<file path="src/rtl/core/svar_pkg.sv">
// svar_pkg: shared types, constants and helper functions for the servo angle ramp.
// No dependencies; imported by every rtl/core module.
package svar_pkg;

  localparam int unsigned NumChannels = 8;

  localparam logic [7:0]  AngleMax  = 8'd180;
  localparam logic [7:0]  AngleMid  = 8'd90;
  localparam logic [11:0] PulseBase = 12'd500;

  typedef enum logic [1:0] {
    FUNC_MOVE  = 2'd0,
    FUNC_TICK  = 2'd1,
    FUNC_NUDGE = 2'd2
  } svar_func_e;

  typedef struct packed {
    logic [1:0] func;
    logic [2:0] channel;
    logic [7:0] target_angle;
    logic [7:0] step_size;
    logic       nudge_up;
    logic [7:0] low_limit;
  } svar_item_t;

  typedef struct packed {
    logic [2:0]  out_channel;
    logic [7:0]  current_angle;
    logic [11:0] pulse_us;
    logic        move_done;
  } svar_res_t;

  // power-on angle of a channel; channels past the first eight park mid-travel
  function automatic logic [7:0] reset_angle(input int unsigned idx);
    logic [7:0] a;
    case (idx)
      0:       a = 8'd15;
      1:       a = 8'd170;
      2:       a = 8'd78;
      3:       a = 8'd15;
      4:       a = 8'd90;
      5:       a = 8'd176;
      6:       a = 8'd0;
      7:       a = 8'd90;
      default: a = AngleMid;
    endcase
    return a;
  endfunction

  // 500 + floor(angle*100/9) = 500 + 11*angle + floor(angle/9);
  // floor(angle/9) == (angle*57) >> 9 for every 8-bit angle
  function automatic logic [11:0] pulse_width(input logic [7:0] ang);
    logic [13:0] m57;
    logic [11:0] m11;
    m57 = 14'(ang) * 14'd57;
    m11 = 12'(ang) * 12'd11;
    return PulseBase + m11 + 12'(m57[13:9]);
  endfunction

endpackage

</file>
<file path="src/rtl/core/svar_ifs.sv">
// svar_ifs: valid/ready channel interfaces for commands, results and configuration.
// No dependencies; field widths match those in svar_pkg.
interface svar_in_if;
  logic       valid;
  logic       ready;
  logic [1:0] func;
  logic [2:0] channel;
  logic [7:0] target_angle;
  logic [7:0] step_size;
  logic       nudge_up;
  logic [7:0] low_limit;

  modport source (output valid, func, channel, target_angle, step_size, nudge_up,
                  low_limit, input ready);
  modport sink   (input valid, func, channel, target_angle, step_size, nudge_up,
                  low_limit, output ready);
endinterface

interface svar_out_if;
  logic        valid;
  logic        ready;
  logic [2:0]  out_channel;
  logic [7:0]  current_angle;
  logic [11:0] pulse_us;
  logic        move_done;

  modport source (output valid, out_channel, current_angle, pulse_us, move_done,
                  input ready);
  modport sink   (input valid, out_channel, current_angle, pulse_us, move_done,
                  output ready);
endinterface

interface svar_cfg_if;
  logic       valid;
  logic       ready;
  logic [9:0] step_interval;

  modport source (output valid, step_interval, input ready);
  modport sink   (input valid, step_interval, output ready);
endinterface

</file>
<file path="src/rtl/core/svar_in_stage.sv">
// svar_in_stage: input register for command/tick transactions.
// Depends on svar_pkg (svar_item_t).
module svar_in_stage
  import svar_pkg::*;
(
  input  logic       clk_i,
  input  logic       rst_ni,
  input  logic       valid_i,
  output logic       ready_o,
  input  svar_item_t item_i,
  input  logic       adv_i,
  output logic       valid_o,
  output svar_item_t item_o
);

  logic       vld_q, vld_d;
  svar_item_t item_q;
  logic       take;

  assign ready_o = !vld_q || adv_i;
  assign take    = valid_i && ready_o;
  assign vld_d   = take || (vld_q && !adv_i);

  always_ff @(posedge clk_i or negedge rst_ni) begin
    if (!rst_ni) begin
      vld_q <= 1'b0;
    end else begin
      vld_q <= vld_d;
    end
  end

  always_ff @(posedge clk_i) begin
    if (take) begin
      item_q <= item_i;
    end
  end

  assign valid_o = vld_q;
  assign item_o  = item_q;

endmodule

</file>
<file path="src/rtl/core/svar_core.sv">
// svar_core: angle table, ramp state, tick divider and one-step ramp datapath.
// Depends on svar_pkg (types, limits, reset angles, pulse-width function).
module svar_core
  import svar_pkg::*;
#(
  parameter int unsigned CHANNELS = NumChannels
) (
  input  logic       clk_i,
  input  logic       rst_ni,
  input  logic       cfg_we_i,
  input  logic [9:0] cfg_interval_i,
  input  logic       adv_i,
  input  svar_item_t item_i,
  output logic       res_vld_o,
  output svar_res_t  res_o
);

  localparam int unsigned ChW = (CHANNELS > 1) ? $clog2(CHANNELS) : 1;

  logic [7:0] table_q [CHANNELS];
  logic       act_q, act_d;
  logic [2:0] rch_q, rch_d;
  logic [7:0] rtgt_q, rtgt_d;
  logic [7:0] rstep_q, rstep_d;
  logic [7:0] rcur_q, rcur_d;
  logic [9:0] tcnt_q, tcnt_d;
  logic [9:0] intv_q;

  logic       ch_ok;
  logic [7:0] cmd_cur, mv_tgt, lo, nd_tgt, arm_tgt, arm_step;
  logic       is_cmd, is_tick;
  logic [9:0] cnt_inc, intv_eff;
  logic       step_now;
  logic [8:0] sum;
  logic [7:0] diff, new_up, new_dn, new_ang;
  logic       wr_en;

  assign ch_ok   = 32'(item_i.channel) < CHANNELS;
  assign cmd_cur = table_q[ChW'(item_i.channel)];
  assign mv_tgt  = (item_i.target_angle > AngleMax) ? AngleMax : item_i.target_angle;
  assign lo      = (item_i.low_limit > AngleMax) ? AngleMax : item_i.low_limit;

  // nudge: +1 saturating at the top, -1 floored at the low limit
  always_comb begin
    if (item_i.nudge_up) begin
      nd_tgt = (cmd_cur >= AngleMax - 8'd1) ? AngleMax : cmd_cur + 8'd1;
    end else begin
      nd_tgt = ({1'b0, cmd_cur} <= {1'b0, lo} + 9'd1) ? lo : cmd_cur - 8'd1;
    end
  end

  always_comb begin
    is_cmd   = 1'b0;
    is_tick  = 1'b0;
    arm_tgt  = nd_tgt;
    arm_step = 8'd1;
    case (svar_func_e'(item_i.func))
      FUNC_MOVE: begin
        is_cmd   = ch_ok;
        arm_tgt  = mv_tgt;
        arm_step = (item_i.step_size == 8'd0) ? 8'd1 : item_i.step_size;
      end
      FUNC_NUDGE: begin
        is_cmd = ch_ok;
      end
      FUNC_TICK: begin
        is_tick = act_q;
      end
      default: begin
        is_cmd = 1'b0;
      end
    endcase
  end

  assign cnt_inc  = tcnt_q + 10'd1;
  assign intv_eff = (intv_q == 10'd0) ? 10'd1 : intv_q;
  assign step_now = is_tick && (cnt_inc >= intv_eff);

  // one ramp step, clamped at the target
  assign sum     = {1'b0, rcur_q} + {1'b0, rstep_q};
  assign new_up  = (sum > {1'b0, rtgt_q}) ? rtgt_q : sum[7:0];
  assign diff    = rcur_q - rtgt_q;
  assign new_dn  = (diff <= rstep_q) ? rtgt_q : rcur_q - rstep_q;
  assign new_ang = (rtgt_q > rcur_q) ? new_up : new_dn;
  assign wr_en   = adv_i && step_now;

  always_comb begin
    act_d   = act_q;
    rch_d   = rch_q;
    rtgt_d  = rtgt_q;
    rstep_d = rstep_q;
    rcur_d  = rcur_q;
    tcnt_d  = tcnt_q;
    if (adv_i && is_cmd) begin
      tcnt_d = 10'd0;
      if (arm_tgt == cmd_cur) begin
        act_d = 1'b0;
      end else begin
        act_d   = 1'b1;
        rch_d   = item_i.channel;
        rtgt_d  = arm_tgt;
        rstep_d = arm_step;
        rcur_d  = cmd_cur;
      end
    end else if (adv_i && is_tick) begin
      if (step_now) begin
        tcnt_d = 10'd0;
        rcur_d = new_ang;
        act_d  = (new_ang != rtgt_q);
      end else begin
        tcnt_d = cnt_inc;
      end
    end
  end

  always_ff @(posedge clk_i or negedge rst_ni) begin
    if (!rst_ni) begin
      act_q   <= 1'b0;
      rch_q   <= 3'd0;
      rtgt_q  <= 8'd0;
      rstep_q <= 8'd1;
      rcur_q  <= 8'd0;
      tcnt_q  <= 10'd0;
      intv_q  <= 10'd1;
    end else begin
      act_q   <= act_d;
      rch_q   <= rch_d;
      rtgt_q  <= rtgt_d;
      rstep_q <= rstep_d;
      rcur_q  <= rcur_d;
      tcnt_q  <= tcnt_d;
      if (cfg_we_i) begin
        intv_q <= cfg_interval_i;
      end
    end
  end

  always_ff @(posedge clk_i or negedge rst_ni) begin
    if (!rst_ni) begin
      for (int unsigned i = 0; i < CHANNELS; i++) begin
        table_q[i] <= reset_angle(i);
      end
    end else if (wr_en) begin
      table_q[ChW'(rch_q)] <= new_ang;
    end
  end

  assign res_vld_o           = step_now;
  assign res_o.out_channel   = rch_q;
  assign res_o.current_angle = new_ang;
  assign res_o.pulse_us      = pulse_width(new_ang);
  assign res_o.move_done     = (new_ang == rtgt_q);

  a_step_nonzero: assert property (@(posedge clk_i) disable iff (!rst_ni)
    act_q |-> (rstep_q != 8'd0))
    else $error("armed ramp with zero step");

  a_armed_not_there: assert property (@(posedge clk_i) disable iff (!rst_ni)
    act_q |-> (rcur_q != rtgt_q))
    else $error("ramp armed although already at target");

  a_done_disarms: assert property (@(posedge clk_i) disable iff (!rst_ni)
    (wr_en && res_o.move_done) |=> !act_q)
    else $error("ramp still armed after final step");

  a_angle_range: assert property (@(posedge clk_i) disable iff (!rst_ni)
    act_q |-> (rtgt_q <= AngleMax && rcur_q <= AngleMax))
    else $error("ramp angle out of range");

endmodule

</file>
<file path="src/rtl/core/svar_out_stage.sv">
// svar_out_stage: result register holding one step transaction until taken.
// Depends on svar_pkg (svar_res_t).
module svar_out_stage
  import svar_pkg::*;
(
  input  logic      clk_i,
  input  logic      rst_ni,
  input  logic      load_i,
  input  svar_res_t res_i,
  output logic      valid_o,
  input  logic      ready_i,
  output svar_res_t res_o
);

  logic      vld_q, vld_d;
  svar_res_t res_q;

  assign vld_d = load_i || (vld_q && !ready_i);

  always_ff @(posedge clk_i or negedge rst_ni) begin
    if (!rst_ni) begin
      vld_q <= 1'b0;
    end else begin
      vld_q <= vld_d;
    end
  end

  always_ff @(posedge clk_i) begin
    if (load_i) begin
      res_q <= res_i;
    end
  end

  assign valid_o = vld_q;
  assign res_o   = res_q;

endmodule

</file>
<file path="src/rtl/core/servo_angle_ramp_top.sv">
// servo_angle_ramp_top: slew-limited servo positioner, one command or tick per cycle
// while no result is stalled. A tick that steps is registered in the input register on
// acceptance; its result is then loaded into the result register, where it can be taken.
// Throughput: one transaction per cycle; the input register advances whenever the result
// register is empty or being drained, so ready drops only while a result is stalled.
// Reset (rst_ni, async low): angle table to power-on angles, ramp disarmed, step 1,
// tick counter 0, step interval 1; both stages empty.
module servo_angle_ramp_top
  import svar_pkg::*;
#(
  parameter int unsigned CHANNELS = NumChannels
) (
  input  logic       clk_i,
  input  logic       rst_ni,
  svar_cfg_if.sink   cfg_i,
  svar_in_if.sink    in_i,
  svar_out_if.source out_o
);

  svar_item_t item_in, item_q;
  logic       in_vld;
  logic       adv;        // input register hands its transaction to the core
  logic       out_vld;
  logic       res_vld;
  svar_res_t  res, res_q;

  // Config register is a plain write, always accepted.
  assign cfg_i.ready = 1'b1;

  assign item_in.func         = in_i.func;
  assign item_in.channel      = in_i.channel;
  assign item_in.target_angle = in_i.target_angle;
  assign item_in.step_size    = in_i.step_size;
  assign item_in.nudge_up     = in_i.nudge_up;
  assign item_in.low_limit    = in_i.low_limit;

  // Core state updates at the same edge the result register loads, so the next
  // queued transaction always sees the table as left by the one before.
  assign adv = in_vld && (!out_vld || out_o.ready);

  svar_in_stage u_in (
    .clk_i   (clk_i),
    .rst_ni  (rst_ni),
    .valid_i (in_i.valid),
    .ready_o (in_i.ready),
    .item_i  (item_in),
    .adv_i   (adv),
    .valid_o (in_vld),
    .item_o  (item_q)
  );

  svar_core #(
    .CHANNELS (CHANNELS)
  ) u_core (
    .clk_i          (clk_i),
    .rst_ni         (rst_ni),
    .cfg_we_i       (cfg_i.valid),
    .cfg_interval_i (cfg_i.step_interval),
    .adv_i          (adv),
    .item_i         (item_q),
    .res_vld_o      (res_vld),
    .res_o          (res)
  );

  // Only ticks that step produce a result transaction.
  svar_out_stage u_out (
    .clk_i   (clk_i),
    .rst_ni  (rst_ni),
    .load_i  (adv && res_vld),
    .res_i   (res),
    .valid_o (out_vld),
    .ready_i (out_o.ready),
    .res_o   (res_q)
  );

  assign out_o.valid         = out_vld;
  assign out_o.out_channel   = res_q.out_channel;
  assign out_o.current_angle = res_q.current_angle;
  assign out_o.pulse_us      = res_q.pulse_us;
  assign out_o.move_done     = res_q.move_done;

endmodule
</file>
<file path="src/flat_wrapper.sv">
// flat-port wrapper written by rule: the top's interface ports become plain ports
module servo_angle_ramp_top_flat import svar_pkg::*;
#(
  parameter int unsigned CHANNELS = NumChannels
)
  (clk_i, rst_ni, cfg_i_valid, cfg_i_step_interval, cfg_i_ready, in_i_valid, in_i_func, in_i_channel, in_i_target_angle, in_i_step_size, in_i_nudge_up, in_i_low_limit, in_i_ready, out_o_valid, out_o_out_channel, out_o_current_angle, out_o_pulse_us, out_o_move_done, out_o_ready);
  svar_cfg_if cfg_i_i ();
  svar_in_if in_i_i ();
  svar_out_if out_o_i ();
  input  logic clk_i;
  input  logic rst_ni;
  input wire logic [$bits(cfg_i_i.valid)-1:0] cfg_i_valid;
  input wire logic [$bits(cfg_i_i.step_interval)-1:0] cfg_i_step_interval;
  output wire logic [$bits(cfg_i_i.ready)-1:0] cfg_i_ready;
  input wire logic [$bits(in_i_i.valid)-1:0] in_i_valid;
  input wire logic [$bits(in_i_i.func)-1:0] in_i_func;
  input wire logic [$bits(in_i_i.channel)-1:0] in_i_channel;
  input wire logic [$bits(in_i_i.target_angle)-1:0] in_i_target_angle;
  input wire logic [$bits(in_i_i.step_size)-1:0] in_i_step_size;
  input wire logic [$bits(in_i_i.nudge_up)-1:0] in_i_nudge_up;
  input wire logic [$bits(in_i_i.low_limit)-1:0] in_i_low_limit;
  output wire logic [$bits(in_i_i.ready)-1:0] in_i_ready;
  output wire logic [$bits(out_o_i.valid)-1:0] out_o_valid;
  output wire logic [$bits(out_o_i.out_channel)-1:0] out_o_out_channel;
  output wire logic [$bits(out_o_i.current_angle)-1:0] out_o_current_angle;
  output wire logic [$bits(out_o_i.pulse_us)-1:0] out_o_pulse_us;
  output wire logic [$bits(out_o_i.move_done)-1:0] out_o_move_done;
  input wire logic [$bits(out_o_i.ready)-1:0] out_o_ready;
  assign cfg_i_i.valid = cfg_i_valid;
  assign cfg_i_i.step_interval = cfg_i_step_interval;
  assign cfg_i_ready = cfg_i_i.ready;
  assign in_i_i.valid = in_i_valid;
  assign in_i_i.func = in_i_func;
  assign in_i_i.channel = in_i_channel;
  assign in_i_i.target_angle = in_i_target_angle;
  assign in_i_i.step_size = in_i_step_size;
  assign in_i_i.nudge_up = in_i_nudge_up;
  assign in_i_i.low_limit = in_i_low_limit;
  assign in_i_ready = in_i_i.ready;
  assign out_o_valid = out_o_i.valid;
  assign out_o_out_channel = out_o_i.out_channel;
  assign out_o_current_angle = out_o_i.current_angle;
  assign out_o_pulse_us = out_o_i.pulse_us;
  assign out_o_move_done = out_o_i.move_done;
  assign out_o_i.ready = out_o_ready;
  servo_angle_ramp_top #(.CHANNELS(CHANNELS)) u_core (.clk_i(clk_i), .rst_ni(rst_ni), .cfg_i(cfg_i_i), .in_i(in_i_i), .out_o(out_o_i));
endmodule
</file>
<file path="config.mk">
export PLATFORM = sky130hd
export DESIGN_NAME = servo_angle_ramp_top_flat
export DESIGN_NICKNAME = d
export VERILOG_FILES = /design/src/rtl/core/svar_pkg.sv /design/src/rtl/core/svar_ifs.sv /design/src/rtl/core/svar_in_stage.sv /design/src/rtl/core/svar_core.sv /design/src/rtl/core/svar_out_stage.sv /design/src/rtl/core/servo_angle_ramp_top.sv /design/src/flat_wrapper.sv
export SDC_FILE = /design/constraint.sdc
export NUM_CORES = 1
export LEC_CHECK = 0
export BUFFER_PORTS_ARGS = -buffer_cell sky130_fd_sc_hd__clkbuf_2
export CAP_MARGIN = 20
export CORE_ASPECT_RATIO = 2
export CORE_MARGIN = 2
export CORE_UTILIZATION = 25
export CTS_BUF_LIST = sky130_fd_sc_hd__clkbuf_8
export DETAILED_ROUTE_END_ITERATION = 12
export MAX_ROUTING_LAYER = met4
export RECOVER_POWER = 100
export SLEW_MARGIN = 20
export SYNTH_ARGS = -nofsm -noshare
export SYNTH_HDL_FRONTEND = slang
export SYNTH_SLANG_ARGS = --single-unit
</file>
<file path="constraint.sdc">
create_clock -name clk_i -period 10.1 [get_ports clk_i]
set_clock_uncertainty 0.15 [all_clocks]
set_input_delay 0.505 -clock clk_i [delete_from_list [all_inputs] [get_ports clk_i]]
set_output_delay 0.505 -clock clk_i [all_outputs]
set_load 0.01 [all_outputs]
</file>
==> run metrics <==
CP dominant cell by count inv_1; pin count of the biggest net entering global routing 76; Critical-path top delay cell dfrtp_1; final setup fails 0; DRT Wirelength 37600 um; Netlist cell types 97; Slew Limit Fails 172; failing checks max-capacitance violations, max-slew violations; Synth Area in Compound Gates 15.4%; Avg WL per Cell 19.1 um; area post-placement 0.0136 mm^2; core area 0.0482 mm^2; worst r2r dst u_core.u_out.res_o[12]$_DFFE_PP_; Mapped Avg Cell Area 10.3 um^2; critical path depth 43; Post-Synth Simple-Gate Area 14.1%; reg2reg path depth 43; crit-path max FO 6; Layout area overhead 17.8%; DR pass1 iterations 5; Worst Hold End u_core.u_in.item_o[29]$_DFFE_PP_; Setup Slack @ Placement -0.0601 ns; post-DP HPWL 29700 um; via count 9856; Arr. time, crit path 9.89 ns; routed vias/inst 5.01; hold crit path type in2reg; Max H-tree Level 4; WHS 0.0427 ns; xor and xnor area share after synthesis 3.32%; commonest non-fill, non-tap cell in the layout ha_1; Slew headroom -176%; global-route wire length before repair 57100 um; EDFF count, synth 54; Die ar. 0.0504 mm^2; Mapped Area 0.0121 mm^2; Worst setup SP type flop; die width 160 um; Final nets 1494; fraction of the mapped netlist area in adder cells 15.3%; multiplexer share of the synthesized area 9.95%; Setup Crit Path Kind reg2reg; remaining global-route overflow 0; count of input and output buffers 70; CTS Sinks 168; Post-Route Utilization 29.7%; share of flip-flops with an asynchronous set or reset 67.9%; CP Capture Type flop; Max Cap Violations 5; Worst path top cell family by delay adder cells; Routability Congestion 0.931; R2R Setup Slk 0.32 ns; largest family of logic cells by synthesized area compound AO/OA/AOI/OAI gates; layout cells sized above 1 21.0%; crit path time final 9.78 ns; Clock Pin Slew Worst Setup and Hold Paths 0.10 ns; initial antenna violation count 1; status complete, but fails checks; crit share post-route 96.8%; Root Driver clkbuf_8; ANT nets after route 0; Synth Warn # 0; fin area 0.0143 mm^2; Cells after Synth 1178; hold wc startpoint in_i_func[1]; Initial Util 25.2%; slowest cell delay on critical path 0.53 ns; Worst Max-Slew Pin Slew 4.14 ns; Top FF cell, synth dfrtp_1; Core Rows 114; post-route DRC violation count 0; CTS tree yes; syn nets 1358; FF+latch count, synth 168; # IOs 72; number of global-route vias before repair 10300; Critical Path RT 10.22 ns; CTS max path bufs 2; hold path depth 1; Seq/Total Area, Yosys 37.2%; Max Freq 102 MHz; cts bufs inserted 17; commonest non-fill, non-tap cells in the layout ha_1 (107), nand2_1 (85), dfrtp_1 (84), inv_1 (77), nor2_1 (74); Clock Latency Late Sink 0.50 ns; DR iter-0 viols 428; die height 316 um; GRT Total Usage 15.3%; Final Hold Viols 0; buffers and inverters on the worst path 8; Final Worst Setup Slack 0.322 ns; launch point of the worst reg-to-reg path u_core.u_core.rcur_q[2]$_DFFE_PN0P_
worst max-delay path by stage:
stage,startpoint,end
after global routing,u_core.u_core.rstep_q[0]$_DFFE_PN1P_,u_core.u_out.res_o[12]$_DFFE_PP_
after floorplan,u_core.u_core.rstep_q[2]$_DFFE_PN0P_,u_core.u_out.res_o[12]$_DFFE_PP_
after CTS,u_core.u_core.rstep_q[2]$_DFFE_PN0P_,u_core.u_out.res_o[12]$_DFFE_PP_
final,u_core.u_core.rcur_q[2]$_DFFE_PN0P_,u_core.u_out.res_o[12]$_DFFE_PP_
after global placement,u_core.u_core.rstep_q[2]$_DFFE_PN0P_,u_core.u_out.res_o[12]$_DFFE_PP_
after detailed placement,u_core.u_core.rcur_q[1]$_DFFE_PN0P_,u_core.u_out.res_o[12]$_DFFE_PP_
cell usage after synthesis, types with 7 or more instances:
cell type | number | area [um^2]
o21ai_0 | 55 | 275
xnor2_1 | 32 | 280
fa_1 | 23 | 460
nor3_1 | 24 | 120
nand4_1 | 10 | 62.6
nand2_1 | 86 | 323
nor2_1 | 75 | 282
nor4_1 | 11 | 68.8
inv_1 | 78 | 293
dfstp_2 | 29 | 762
a31oi_1 | 7 | 43.8
a211oi_1 | 13 | 97.6
mux2_2 | 39 | 439
mux2i_1 | 33 | 330
dfrtp_1 | 85 | 2130
and3_1 | 10 | 62.6
edfxtp_1 | 54 | 1620
and2_1 | 10 | 62.6
mux2_1 | 11 | 124
o211ai_1 | 10 | 75.1
or2_2 | 10 | 62.6
nand3_1 | 30 | 150
a21o_1 | 16 | 120
nand2b_1 | 25 | 156
nor2b_1 | 11 | 68.8
mux4_2 | 12 | 270
clkbuf_1 | 26 | 97.6
ha_1 | 112 | 1400
xor2_1 | 14 | 123
o21a_1 | 10 | 75.1
a21oi_1 | 60 | 300
or3_1 | 7 | 43.8
layer usage:
| metal | global-route usage, % | vias to the layer above | part of all wire [%] |
|---|---|---|---|
| met2 | 29.0 | 315 | 55 |
| li1 | - | 4615 | - |
| met1 | 13.4 | 4777 | 33 |
| met3 | 1.77 | 149 | 3.3 |
| met4 | 12.7 | 0 | 8.9 |
| met5 | - | - | 0 |
area by class of cell:
class | instances | area (um^2)
Fill cell | 5097 | 33900
Multi-Input combinational cell | 883 | 7260
Sequential cell | 168 | 4510
Timing Repair Buffer | 158 | 986
Inverter | 86 | 325
Tap cell | 638 | 798
Antenna cell | 1 | 2.50
Clock inverter | 13 | 154
Clock buffer | 19 | 262
flip-flops by register name (all words and copies together), names as in the netlist:
| signal | flops |
|---|---|
| u_core.u_core.table_q | 64 |
| u_core.u_in.item_o | 30 |
| u_core.u_out.res_o | 24 |
| u_core.u_core.intv_q | 10 |
| u_core.u_core.tcnt_q | 10 |
| u_core.u_core.rcur_q | 8 |
| u_core.u_core.rstep_q | 8 |
| u_core.u_core.rtgt_q | 8 |
| u_core.u_core.rch_q | 3 |
| u_core.u_core.act_q | 1 |
| u_core.u_in.valid_o | 1 |
| u_core.u_out.valid_o | 1 |
through the flow:
step | TNS (ns) | std cells
global route | -0.0694 | 1966
finish | 0 | 1966
floorplan | 0 | 1178
global placement | -0.0411 | 1914
detailed placement | -0.0601 | 1914
CTS | 0 | 1958
logic make-up after synthesis:
| logic type | after synthesis |
|---|---|
| mux | 98 |
| compound gates | 266 |
| flops | 168 |
| other cells | 1 |
| fa+ha+maj | 135 |
| simple gates | 337 |
| xor+xnor | 46 |
| buf+inv | 127 |
what timing repair did:
item	4_1_cts	5_1_grt
buffers inserted	0	7
pin swaps	0	7
cloned	0	0
endpoints found under the hold margin	37	0
hold buffers	12	0
endpoints found under the setup margin	2	5
resized for setup	2	38
Power is not shown: default switching activity piles up to over one toggle a cycle in this logic, so the estimate is an artifact.
